<file path="config.mk">
export PLATFORM = sky130hd
export DESIGN_NAME = fan_curve_hysteresis_controller
export DESIGN_NICKNAME = d
export VERILOG_FILES = /design/src/rtl/fchc_pkg.sv /design/src/rtl/fan_curve_hysteresis_controller.sv
export SDC_FILE = /design/constraint.sdc
export NUM_CORES = 1
export LEC_CHECK = 0
export BUFFER_PORTS_ARGS = -buffer_cell sky130_fd_sc_hd__buf_2
export CORE_MARGIN = 2
export CORE_UTILIZATION = 47
export DETAILED_ROUTE_END_ITERATION = 16
export MAX_ROUTING_LAYER = met4
export PLACE_DENSITY = 0.72
export SYNTH_ARGS = -nofsm -noshare
export SYNTH_HDL_FRONTEND = slang
export SYNTH_SLANG_ARGS = --single-unit
</file>
<file path="constraint.sdc">
create_clock -name aclk -period 13.9 [get_ports aclk]
set_input_delay 0.695 -clock aclk [delete_from_list [all_inputs] [get_ports aclk]]
set_output_delay 0.695 -clock aclk [all_outputs]
set_load 0.005 [all_outputs]
</file>
<file path="src/rtl/fchc_pkg.sv">
package fchc_pkg;

    localparam int TEMP_W   = 12;
    localparam int PCT_W    = 7;
    localparam int SEG_W    = 4;
    localparam int REASON_W = 3;
    localparam int CFG_AW   = 3;
    localparam int CFG_DW   = 32;

    typedef logic [TEMP_W-1:0]   temp_t;
    typedef logic [7:0]          duty_t;
    typedef logic [REASON_W-1:0] reason_t;

    localparam reason_t REASON_ACTIVE      = 3'd0;
    localparam reason_t REASON_BELOW       = 3'd1;
    localparam reason_t REASON_ABOVE       = 3'd2;
    localparam reason_t REASON_HOLD        = 3'd3;
    localparam reason_t REASON_INVALID     = 3'd4;
    localparam reason_t REASON_IMPLAUSIBLE = 3'd5;

    localparam logic [CFG_AW-1:0] CFG_CURVE_TEMPS   = 3'd0;
    localparam logic [CFG_AW-1:0] CFG_CURVE_FANS    = 3'd1;
    localparam logic [CFG_AW-1:0] CFG_MIN_FAN_PCT   = 3'd2;
    localparam logic [CFG_AW-1:0] CFG_HYSTERESIS    = 3'd3;
    localparam logic [CFG_AW-1:0] CFG_FALLBACK_PCT  = 3'd4;
    localparam logic [CFG_AW-1:0] CFG_PLAUSIBLE_MAX = 3'd5;

    localparam logic [31:0] CURVE_TEMPS_RST = 32'd1077556269;
    localparam logic [31:0] CURVE_FANS_RST  = 32'd1682320665;
    localparam logic [6:0]  FALLBACK_RST    = 7'd100;
    localparam temp_t       PLAUSIBLE_RST   = 12'd2400;

    localparam logic [SEG_W-1:0] SEG_NONE = 4'hF;

endpackage

</file>
<file path="src/rtl/fan_curve_hysteresis_controller.sv">
// Invalid, implausible, below and above samples go from S_EVAL straight to S_APPLY; a
// sample in curve segment j is scanned point by point in S_SCAN, then goes through the shared
// multiplier (S_MUL_A, S_MUL_B) and the restoring divider (S_DIV). A new sample is not taken
// before the last one is through: s_tready is low while a sample is in work, also while it
// waits in S_APPLY for the previous result beat to be taken. aresetn (synchronous, active low)
// loads the register defaults and clears the hysteresis state and the output beat.
module fan_curve_hysteresis_controller #(
    parameter int CURVE_POINTS = 4,
    parameter int FAN_MAX_PCT  = 100,
    parameter int HYST_MAX_DEG = 10
) (
    input  logic                            aclk,
    input  logic                            aresetn,
    input  logic                            s_tvalid,
    output logic                            s_tready,
    input  logic [15:0]                     s_tdata,   // [11:0] temperature
    input  logic [0:0]                      s_tuser,   // [0] temp_ok
    output logic                            m_tvalid,
    input  logic                            m_tready,
    output logic [15:0]                     m_tdata,   // [6:0] req_duty, [13:7] drv_duty
    output logic [7:0]                      m_tuser,   // [3:0] segment, [6:4] reason, [7] holding
    input  logic                            cfg_we,
    input  logic [fchc_pkg::CFG_AW-1:0]     cfg_addr,
    input  logic [fchc_pkg::CFG_DW-1:0]     cfg_wdata
);

    localparam int IDX_W = (CURVE_POINTS > 2) ? $clog2(CURVE_POINTS) : 1;
    localparam logic [IDX_W-1:0] LAST_IDX  = IDX_W'(CURVE_POINTS - 1);
    localparam logic [3:0]       SEG_ABOVE = 4'(CURVE_POINTS);
    localparam logic [7:0]       FAN_MAX   = 8'(FAN_MAX_PCT);
    localparam logic [7:0]       HYST_MAX  = 8'(HYST_MAX_DEG);

    localparam logic [2:0] S_IDLE  = 3'd0;
    localparam logic [2:0] S_EVAL  = 3'd1;
    localparam logic [2:0] S_SCAN  = 3'd2;
    localparam logic [2:0] S_MUL_A = 3'd3;
    localparam logic [2:0] S_MUL_B = 3'd4;
    localparam logic [2:0] S_DIV   = 3'd5;
    localparam logic [2:0] S_APPLY = 3'd6;

    function automatic logic [7:0] point_byte(input logic [31:0] r, input logic [IDX_W-1:0] i);
        logic [3:0] w;
        w = 4'(i);
        case (w)
            4'd0:    return r[7:0];
            4'd1:    return r[15:8];
            4'd2:    return r[23:16];
            4'd3:    return r[31:24];
            default: return 8'd0;
        endcase
    endfunction

    // configuration
    logic [31:0]           curve_temps_reg;
    logic [31:0]           curve_fans_reg;
    logic [7:0]            min_fan_reg;
    logic [7:0]            hyst_deg_reg;
    logic [6:0]            fallback_reg;
    fchc_pkg::temp_t       plaus_max_reg;

    // hysteresis state
    logic                  has_applied_reg, has_applied_next;
    fchc_pkg::temp_t       last_temp_reg, last_temp_next;
    fchc_pkg::duty_t       held_reg, held_next;

    // sequencer and datapath
    logic [2:0]            state_reg, state_next;
    fchc_pkg::temp_t       t_reg, t_next;
    logic                  ok_reg, ok_next;
    logic [IDX_W-1:0]      idx_reg, idx_next;
    logic [3:0]            seg_reg, seg_next;
    fchc_pkg::reason_t     reason_reg, reason_next;
    fchc_pkg::duty_t       pct_reg, pct_next;
    logic [11:0]           den_reg, den_next;
    logic [11:0]           off_reg, off_next;
    logic [7:0]            p0_reg, p0_next;
    logic signed [8:0]     dp_reg, dp_next;
    logic [21:0]           acc_reg, acc_next;
    logic [12:0]           div_reg, div_next;
    logic [2:0]            k_reg, k_next;
    logic [7:0]            q_reg, q_next;

    // result beat
    logic                  m_tvalid_reg, m_tvalid_next;
    logic [15:0]           m_tdata_reg, m_tdata_next;
    logic [7:0]            m_tuser_reg, m_tuser_next;

    // shared multiplier
    logic [11:0]           mul_a;
    logic signed [8:0]     mul_b;
    logic signed [21:0]    prod;
    logic [21:0]           prod_u;

    logic [21:0]           div_shift;
    logic                  div_ge;
    logic [7:0]            t_lo, t_hi, p_lo, p_hi;
    logic [7:0]            minp, hyst;
    fchc_pkg::duty_t       req, app;
    logic                  hold;
    fchc_pkg::reason_t     reason_out;
    logic                  out_free;

    assign s_tready = (state_reg == S_IDLE);
    assign m_tvalid = m_tvalid_reg;
    assign m_tdata  = m_tdata_reg;
    assign m_tuser  = m_tuser_reg;

    assign mul_a  = (state_reg == S_MUL_A) ? den_reg : off_reg;
    assign mul_b  = (state_reg == S_MUL_A) ? $signed({1'b0, p0_reg}) : dp_reg;
    assign prod   = 22'($signed({1'b0, mul_a}) * mul_b);
    assign prod_u = prod;

    assign div_shift = {9'd0, div_reg} << k_reg;
    assign div_ge    = (acc_reg >= div_shift);

    assign minp     = (min_fan_reg > FAN_MAX) ? FAN_MAX : min_fan_reg;
    assign hyst     = (hyst_deg_reg > HYST_MAX) ? HYST_MAX : hyst_deg_reg;
    assign out_free = !m_tvalid_reg || m_tready;

    always_comb begin
        state_next       = state_reg;
        t_next           = t_reg;
        ok_next          = ok_reg;
        idx_next         = idx_reg;
        seg_next         = seg_reg;
        reason_next      = reason_reg;
        pct_next         = pct_reg;
        den_next         = den_reg;
        off_next         = off_reg;
        p0_next          = p0_reg;
        dp_next          = dp_reg;
        acc_next         = acc_reg;
        div_next         = div_reg;
        k_next           = k_reg;
        q_next           = q_reg;
        has_applied_next = has_applied_reg;
        last_temp_next   = last_temp_reg;
        held_next        = held_reg;
        m_tvalid_next    = m_tvalid_reg && !m_tready;
        m_tdata_next     = m_tdata_reg;
        m_tuser_next     = m_tuser_reg;
        t_lo             = point_byte(curve_temps_reg, idx_reg - 1'b1);
        t_hi             = point_byte(curve_temps_reg, idx_reg);
        p_lo             = point_byte(curve_fans_reg, idx_reg - 1'b1);
        p_hi             = point_byte(curve_fans_reg, idx_reg);
        req              = pct_reg;
        app              = pct_reg;
        hold             = 1'b0;
        reason_out       = reason_reg;

        case (state_reg)
            S_IDLE: begin
                if (s_tvalid) begin
                    t_next     = s_tdata[11:0];
                    ok_next    = s_tuser[0];
                    state_next = S_EVAL;
                end
            end
            S_EVAL: begin
                state_next = S_APPLY;
                seg_next   = fchc_pkg::SEG_NONE;
                if (!ok_reg || t_reg == '0) begin
                    reason_next = fchc_pkg::REASON_INVALID;
                end else if (t_reg > plaus_max_reg) begin
                    reason_next = fchc_pkg::REASON_IMPLAUSIBLE;
                end else if (t_reg < {point_byte(curve_temps_reg, '0), 4'd0}) begin
                    seg_next    = 4'd0;
                    pct_next    = point_byte(curve_fans_reg, '0);
                    reason_next = fchc_pkg::REASON_BELOW;
                end else if (t_reg >= {point_byte(curve_temps_reg, LAST_IDX), 4'd0}) begin
                    seg_next    = SEG_ABOVE;
                    pct_next    = point_byte(curve_fans_reg, LAST_IDX);
                    reason_next = fchc_pkg::REASON_ABOVE;
                end else begin
                    idx_next    = IDX_W'(1);
                    reason_next = fchc_pkg::REASON_ACTIVE;
                    state_next  = S_SCAN;
                end
            end
            S_SCAN: begin
                if (t_reg < {t_hi, 4'd0}) begin
                    seg_next   = 4'(idx_reg);
                    den_next   = {t_hi - t_lo, 4'd0};
                    off_next   = t_reg - {t_lo, 4'd0};
                    p0_next    = p_lo;
                    dp_next    = $signed({1'b0, p_hi}) - $signed({1'b0, p_lo});
                    div_next   = {t_hi - t_lo, 5'd0};
                    state_next = S_MUL_A;
                end else begin
                    idx_next = idx_reg + 1'b1;
                end
            end
            S_MUL_A: begin
                acc_next   = {prod_u[20:0], 1'b0} + {10'd0, den_reg};
                state_next = S_MUL_B;
            end
            S_MUL_B: begin
                acc_next   = acc_reg + {prod_u[20:0], 1'b0};
                k_next     = 3'd7;
                q_next     = '0;
                state_next = S_DIV;
            end
            S_DIV: begin
                if (div_ge) begin
                    acc_next = acc_reg - div_shift;
                end
                q_next         = q_reg;
                q_next[k_reg]  = div_ge;
                k_next         = k_reg - 1'b1;
                if (k_reg == 3'd0) begin
                    pct_next   = q_next;
                    state_next = S_APPLY;
                end
            end
            S_APPLY: begin
                if (out_free) begin
                    case (reason_reg)
                        fchc_pkg::REASON_INVALID: begin
                            req              = {1'b0, fallback_reg};
                            app              = {1'b0, fallback_reg};
                            has_applied_next = 1'b0;
                            last_temp_next   = '0;
                            held_next        = '0;
                        end
                        fchc_pkg::REASON_IMPLAUSIBLE: begin
                            req              = FAN_MAX;
                            app              = FAN_MAX;
                            has_applied_next = 1'b1;
                            last_temp_next   = t_reg;
                            held_next        = FAN_MAX;
                        end
                        default: begin
                            req = pct_reg;
                            if (req < minp) begin
                                req = minp;
                            end
                            if (req > FAN_MAX) begin
                                req = FAN_MAX;
                            end
                            app = req;
                            if (!has_applied_reg || req >= held_reg) begin
                                if (!has_applied_reg || req != held_reg) begin
                                    last_temp_next = t_reg;
                                end
                                has_applied_next = 1'b1;
                                held_next        = req;
                            end else if (({1'b0, t_reg} + {1'b0, hyst, 4'd0})
                                         <= {1'b0, last_temp_reg}) begin
                                last_temp_next = t_reg;
                                held_next      = req;
                            end else begin
                                app        = held_reg;
                                hold       = 1'b1;
                                reason_out = fchc_pkg::REASON_HOLD;
                            end
                        end
                    endcase
                    m_tdata_next  = {2'b00, app[6:0], req[6:0]};
                    m_tuser_next  = {hold, reason_out, seg_reg};
                    m_tvalid_next = 1'b1;
                    state_next    = S_IDLE;
                end
            end
            default: begin
                state_next = S_IDLE;
            end
        endcase
    end

    always_ff @(posedge aclk) begin
        if (!aresetn) begin
            state_reg       <= S_IDLE;
            m_tvalid_reg    <= 1'b0;
            has_applied_reg <= 1'b0;
            last_temp_reg   <= '0;
            held_reg        <= '0;
            curve_temps_reg <= fchc_pkg::CURVE_TEMPS_RST;
            curve_fans_reg  <= fchc_pkg::CURVE_FANS_RST;
            min_fan_reg     <= '0;
            hyst_deg_reg    <= '0;
            fallback_reg    <= fchc_pkg::FALLBACK_RST;
            plaus_max_reg   <= fchc_pkg::PLAUSIBLE_RST;
        end else begin
            state_reg       <= state_next;
            m_tvalid_reg    <= m_tvalid_next;
            has_applied_reg <= has_applied_next;
            last_temp_reg   <= last_temp_next;
            held_reg        <= held_next;
            if (cfg_we) begin
                case (cfg_addr)
                    fchc_pkg::CFG_CURVE_TEMPS:   curve_temps_reg <= cfg_wdata;
                    fchc_pkg::CFG_CURVE_FANS:    curve_fans_reg  <= cfg_wdata;
                    fchc_pkg::CFG_MIN_FAN_PCT:   min_fan_reg     <= cfg_wdata[7:0];
                    fchc_pkg::CFG_HYSTERESIS:    hyst_deg_reg    <= cfg_wdata[7:0];
                    fchc_pkg::CFG_FALLBACK_PCT:  fallback_reg    <= cfg_wdata[6:0];
                    fchc_pkg::CFG_PLAUSIBLE_MAX: plaus_max_reg   <= cfg_wdata[11:0];
                    default: ;
                endcase
            end
        end
    end

    always_ff @(posedge aclk) begin
        t_reg       <= t_next;
        ok_reg      <= ok_next;
        idx_reg     <= idx_next;
        seg_reg     <= seg_next;
        reason_reg  <= reason_next;
        pct_reg     <= pct_next;
        den_reg     <= den_next;
        off_reg     <= off_next;
        p0_reg      <= p0_next;
        dp_reg      <= dp_next;
        acc_reg     <= acc_next;
        div_reg     <= div_next;
        k_reg       <= k_next;
        q_reg       <= q_next;
        m_tdata_reg <= m_tdata_next;
        m_tuser_reg <= m_tuser_next;
    end

    // partial remainder stays below twice the shifted divisor
    assert property (@(posedge aclk) disable iff (!aresetn)
        state_reg == S_DIV |-> acc_reg < ({8'd0, div_reg, 1'b0} << k_reg))
        else $error("divider remainder out of range");

    assert property (@(posedge aclk) disable iff (!aresetn)
        !has_applied_reg |-> (last_temp_reg == '0 && held_reg == '0))
        else $error("hysteresis state not cleared");

    assert property (@(posedge aclk) disable iff (!aresetn)
        m_tvalid_reg |-> (m_tuser_reg[7] == (m_tuser_reg[6:4] == fchc_pkg::REASON_HOLD)))
        else $error("holding flag disagrees with reason");

    assert property (@(posedge aclk) disable iff (!aresetn)
        m_tvalid_reg && (m_tuser_reg[6:4] == fchc_pkg::REASON_INVALID ||
                         m_tuser_reg[6:4] == fchc_pkg::REASON_IMPLAUSIBLE)
        |-> m_tuser_reg[3:0] == fchc_pkg::SEG_NONE)
        else $error("segment set on a non-curve result");

    assert property (@(posedge aclk) disable iff (!aresetn)
        s_tvalid && s_tready |=> !s_tready)
        else $error("sample accepted while busy");

endmodule

</file>
==> impl_metrics.tcl <==
set metrics [dict create \
    status "completed" \
    synthFlopType "dfxtp_1" \
    fin_skew_ps 29.96 \
    initialDrtViolationCount 1441 \
    yosysSeqAreaShare_pct 32.47 \
    finalHoldViolCount 0 \
    ys_top_cells_by_area "edfxtp_1 19%, ha_1 13%, dfxtp_1 13%, fa_1 8.1%, nand2_1 6.3%" \
    finalNetCount 2472 \
    viasPerCell 5.787 \
    coreArea_mm2 0.03973 \
    numCtsBuffers 27 \
    worstMarginPinSlew_ps 1184 \
    fmax_mhz 118.0 \
    max_cap_viol_count 0 \
    synth-async-reset-ratio_pct 0 \
    place_inst 2635 \
    rr_startpoint "state_reg[2]$_SDFFE_PN0P_" \
    dieArea_mm2 0.04189 \
    htree_levels 1 \
    top_layer "met4" \
    drtPass1Iterations 7 \
    post_cts_buffers 0 \
    stdcell_count 2685 \
    route.detailed.drc 0 \
    syn_inst 2102 \
    cts_tree "done" \
    hold_buffers 0 \
    finalCritPeriodShare_pct 60.99 \
    num_vias 15540 \
    r2r_cells 29 \
    clk_pin_slew_ps 60 \
    setup_ws_ps 5422 \
    synth_edf_count 122 \
    ctsResizeCount 0 \
    clkLatencyLatePin_ps 570 \
    cts_root_buffer "clkbuf_16" \
    grt_first_pass_wirelength_mm 79.63 \
    max-vdd-ir-drop_v 0.0003189 \
    wl_per_cell_um 18.64 \
    yosysWarnings 0 \
    dr_wl_met2_mm 23.20 \
    antenna_left 0 \
    pin_count 83 \
    portBuffers 76 \
    drt-total-wl_mm 50.06 \
    grt_use_total_pct 24.56 \
    crit_type "flip-flop to flip-flop" \
    setup.worst_path.end_class "flip-flop" \
    cp.arrival_ps 8740 \
    maxSlewHeadroom_pct 21.09 \
    cts_max_path_buffers 3 \
    start_kind "flip-flop" \
    hpwlAfterDp_mm 37.89 \
    floorplan.rows 73 \
    powerDensity_mw_per_mm2 259.3 \
    power_mw 5.345 \
    dr_wl_met3_mm 3.060 \
    grt_pass1_vias 15280 \
    netlist_area_mm2 0.01893 \
    place_congestion 0.9378 \
    rsz0062_at_grt "no" \
    hold_start "s_tdata[2]" \
    p_leak_nw 8.987 \
    setup-tns-final_ps 0 \
    synth-seq-cells 246 \
    clock-sinks 246 \
    cp_slowest_stage_delay_ps 580 \
    design_area_mm2 0.02061 \
    cp.required_ps 14160 \
    grt_overflow 0 \
    r2r_slack_ps 5420 \
    antenna_cells 0 \
    grt_max_degree 74 \
    r2r_end "acc_reg[21]$_DFFE_PP_" \
    cp_slowest_cell "dfxtp_1" \
    slew_viol_final 0 \
    min_period_ps 8478 \
    yosysTopAreaCell "edfxtp_1" \
    avgSynthCellArea_um2 9.004 \
    wl_met1_mm 21.93 \
    netlist-cell-type-count 76 \
    die_x_um 204.7 \
    synthToLayoutAreaGrowth_pct 8.905 \
    antenna_found_initial 0 \
    place_area_mm2 0.01973 \
    crit_fanout 50 \
    drive_gt1_share_pct 8.472 \
    synth_top_area_share_pct 19.36 \
    setup_viol 0 \
    initial_core_util_pct 47.64 \
    fp.dieH_um 204.7 \
    hold_depth 1 \
    whs_endpoint "t_reg[2]$_DFFE_PP_" \
    pre_cts_slack_ps 5518 \
    num-fill-cells 3616 \
    hp-class "primary input to flip-flop" \
]
==> synthesized netlist by cell type (20+ instances only) <==
cell	count
xnor2_1	47
dfxtp_1	124
nand2b_1	21
ha_1	199
clkbuf_1	69
mux2_2	27
inv_1	193
a211oi_1	20
mux2i_1	43
edfxtp_1	122
nor2_1	86
nor3_1	28
and2_1	38
a21o_1	58
a21oi_1	176
nand3_1	66
o21ai_0	64
fa_1	77
nand2_1	320
and3_1	31
a222oi_1	27
xor2_1	33
nor2b_1	26
==> metal layers <==
layer  up-vias  track usage, %
li1       7427               -
met5         -               -
met4         0           8.204
met2       543           39.13
met1      7460           32.82
met3       109           2.434
==> cells in the final DEF (no fill, tap or decap), types with 9 or more instances in the layout <==
cell / n
dfxtp_1: 124
or3_1: 11
nor3_1: 28
o21bai_1: 17
nor2b_1: 26
xor2_1: 33
nand3_1: 66
and3_1: 31
buf_4: 11
a21o_1: 58
inv_1: 192
mux2_2: 27
a222oi_1: 27
fa_1: 77
xnor2_1: 47
o211ai_1: 18
mux2i_1: 43
buf_2: 76
nor2_1: 86
a22oi_1: 9
or2_2: 17
clkbuf_1: 10
nand2b_1: 21
clkbuf_16: 28
nand4_1: 15
nand2_1: 320
ha_1: 199
a21oi_1: 176
o21a_1: 11
a211oi_1: 20
o21ai_0: 64
and2_1: 38
edfxtp_1: 122
a31oi_1: 9
==> worst max-delay path: cells and delay by family, from the launching register on <==
| family | cells | cell delay [ps] |
|---|---|---|
| compound gates | 11 | 2180 |
| flops | 1 | 580 |
| xor+xnor | 2 | 430 |
| fa+ha+maj | 7 | 3200 |
| simple gates | 4 | 1090 |
| buf+inv | 5 | 680 |
==> worst max path at each step <==
| stage | from | to |
|---|---|---|
| after floorplan | state_reg[0]$_SDFFE_PN0P_ | acc_reg[21]$_DFFE_PP_ |
| after global placement | state_reg[2]$_SDFFE_PN0P_ | acc_reg[21]$_DFFE_PP_ |
| after detailed placement | state_reg[2]$_SDFFE_PN0P_ | acc_reg[21]$_DFFE_PP_ |
| after CTS | state_reg[2]$_SDFFE_PN0P_ | acc_reg[21]$_DFFE_PP_ |
| after global routing | state_reg[2]$_SDFFE_PN0P_ | acc_reg[21]$_DFFE_PP_ |
| final | state_reg[2]$_SDFFE_PN0P_ | acc_reg[21]$_DFFE_PP_ |
==> through the flow <==
step                      util (%)  hold WS (ps)
after global routing         51.88         288.9
after CTS                    51.88         290.7
after global placement       49.66         439.9
after detailed placement     49.66         443.1
after floorplan                  -         400.3
final                        51.88         311.7
==> where the power goes <==
group / total [mW] / internal, mW / switching [mW]
registers: 0.985 / 0.914 / 0.0706
logic: 3.64 / 1.56 / 2.08
clock network: 0.719 / 0.414 / 0.305
==> logic make-up after synthesis <==
group | after synthesis | synth area share [%]
flops | 246 | 32.47
compound gates | 470 | 16.24
mux | 72 | 4.118
buf+inv | 279 | 5.645
fa+ha+maj | 276 | 21.30
xor+xnor | 80 | 3.702
simple gates | 677 | 16.48
other cells | 2 | 0.03968
==> layout make-up <==
| cell class | instances | area, µm² | area share [%] |
|---|---|---|---|
| multi-input cells | 1583 | 11740 | 56.93 |
| flip-flops and latches | 246 | 6146 | 29.82 |
| inverters | 194 | 728.2 | 3.533 |
| clock inverters | 8 | 90.09 | 0.4371 |
| repair buffers | 87 | 462.9 | 2.246 |
| clock buffers | 42 | 793.3 | 3.848 |
| well taps | 525 | 656.9 | 3.187 |
Note: power is estimated with default switching activity, not from simulation.
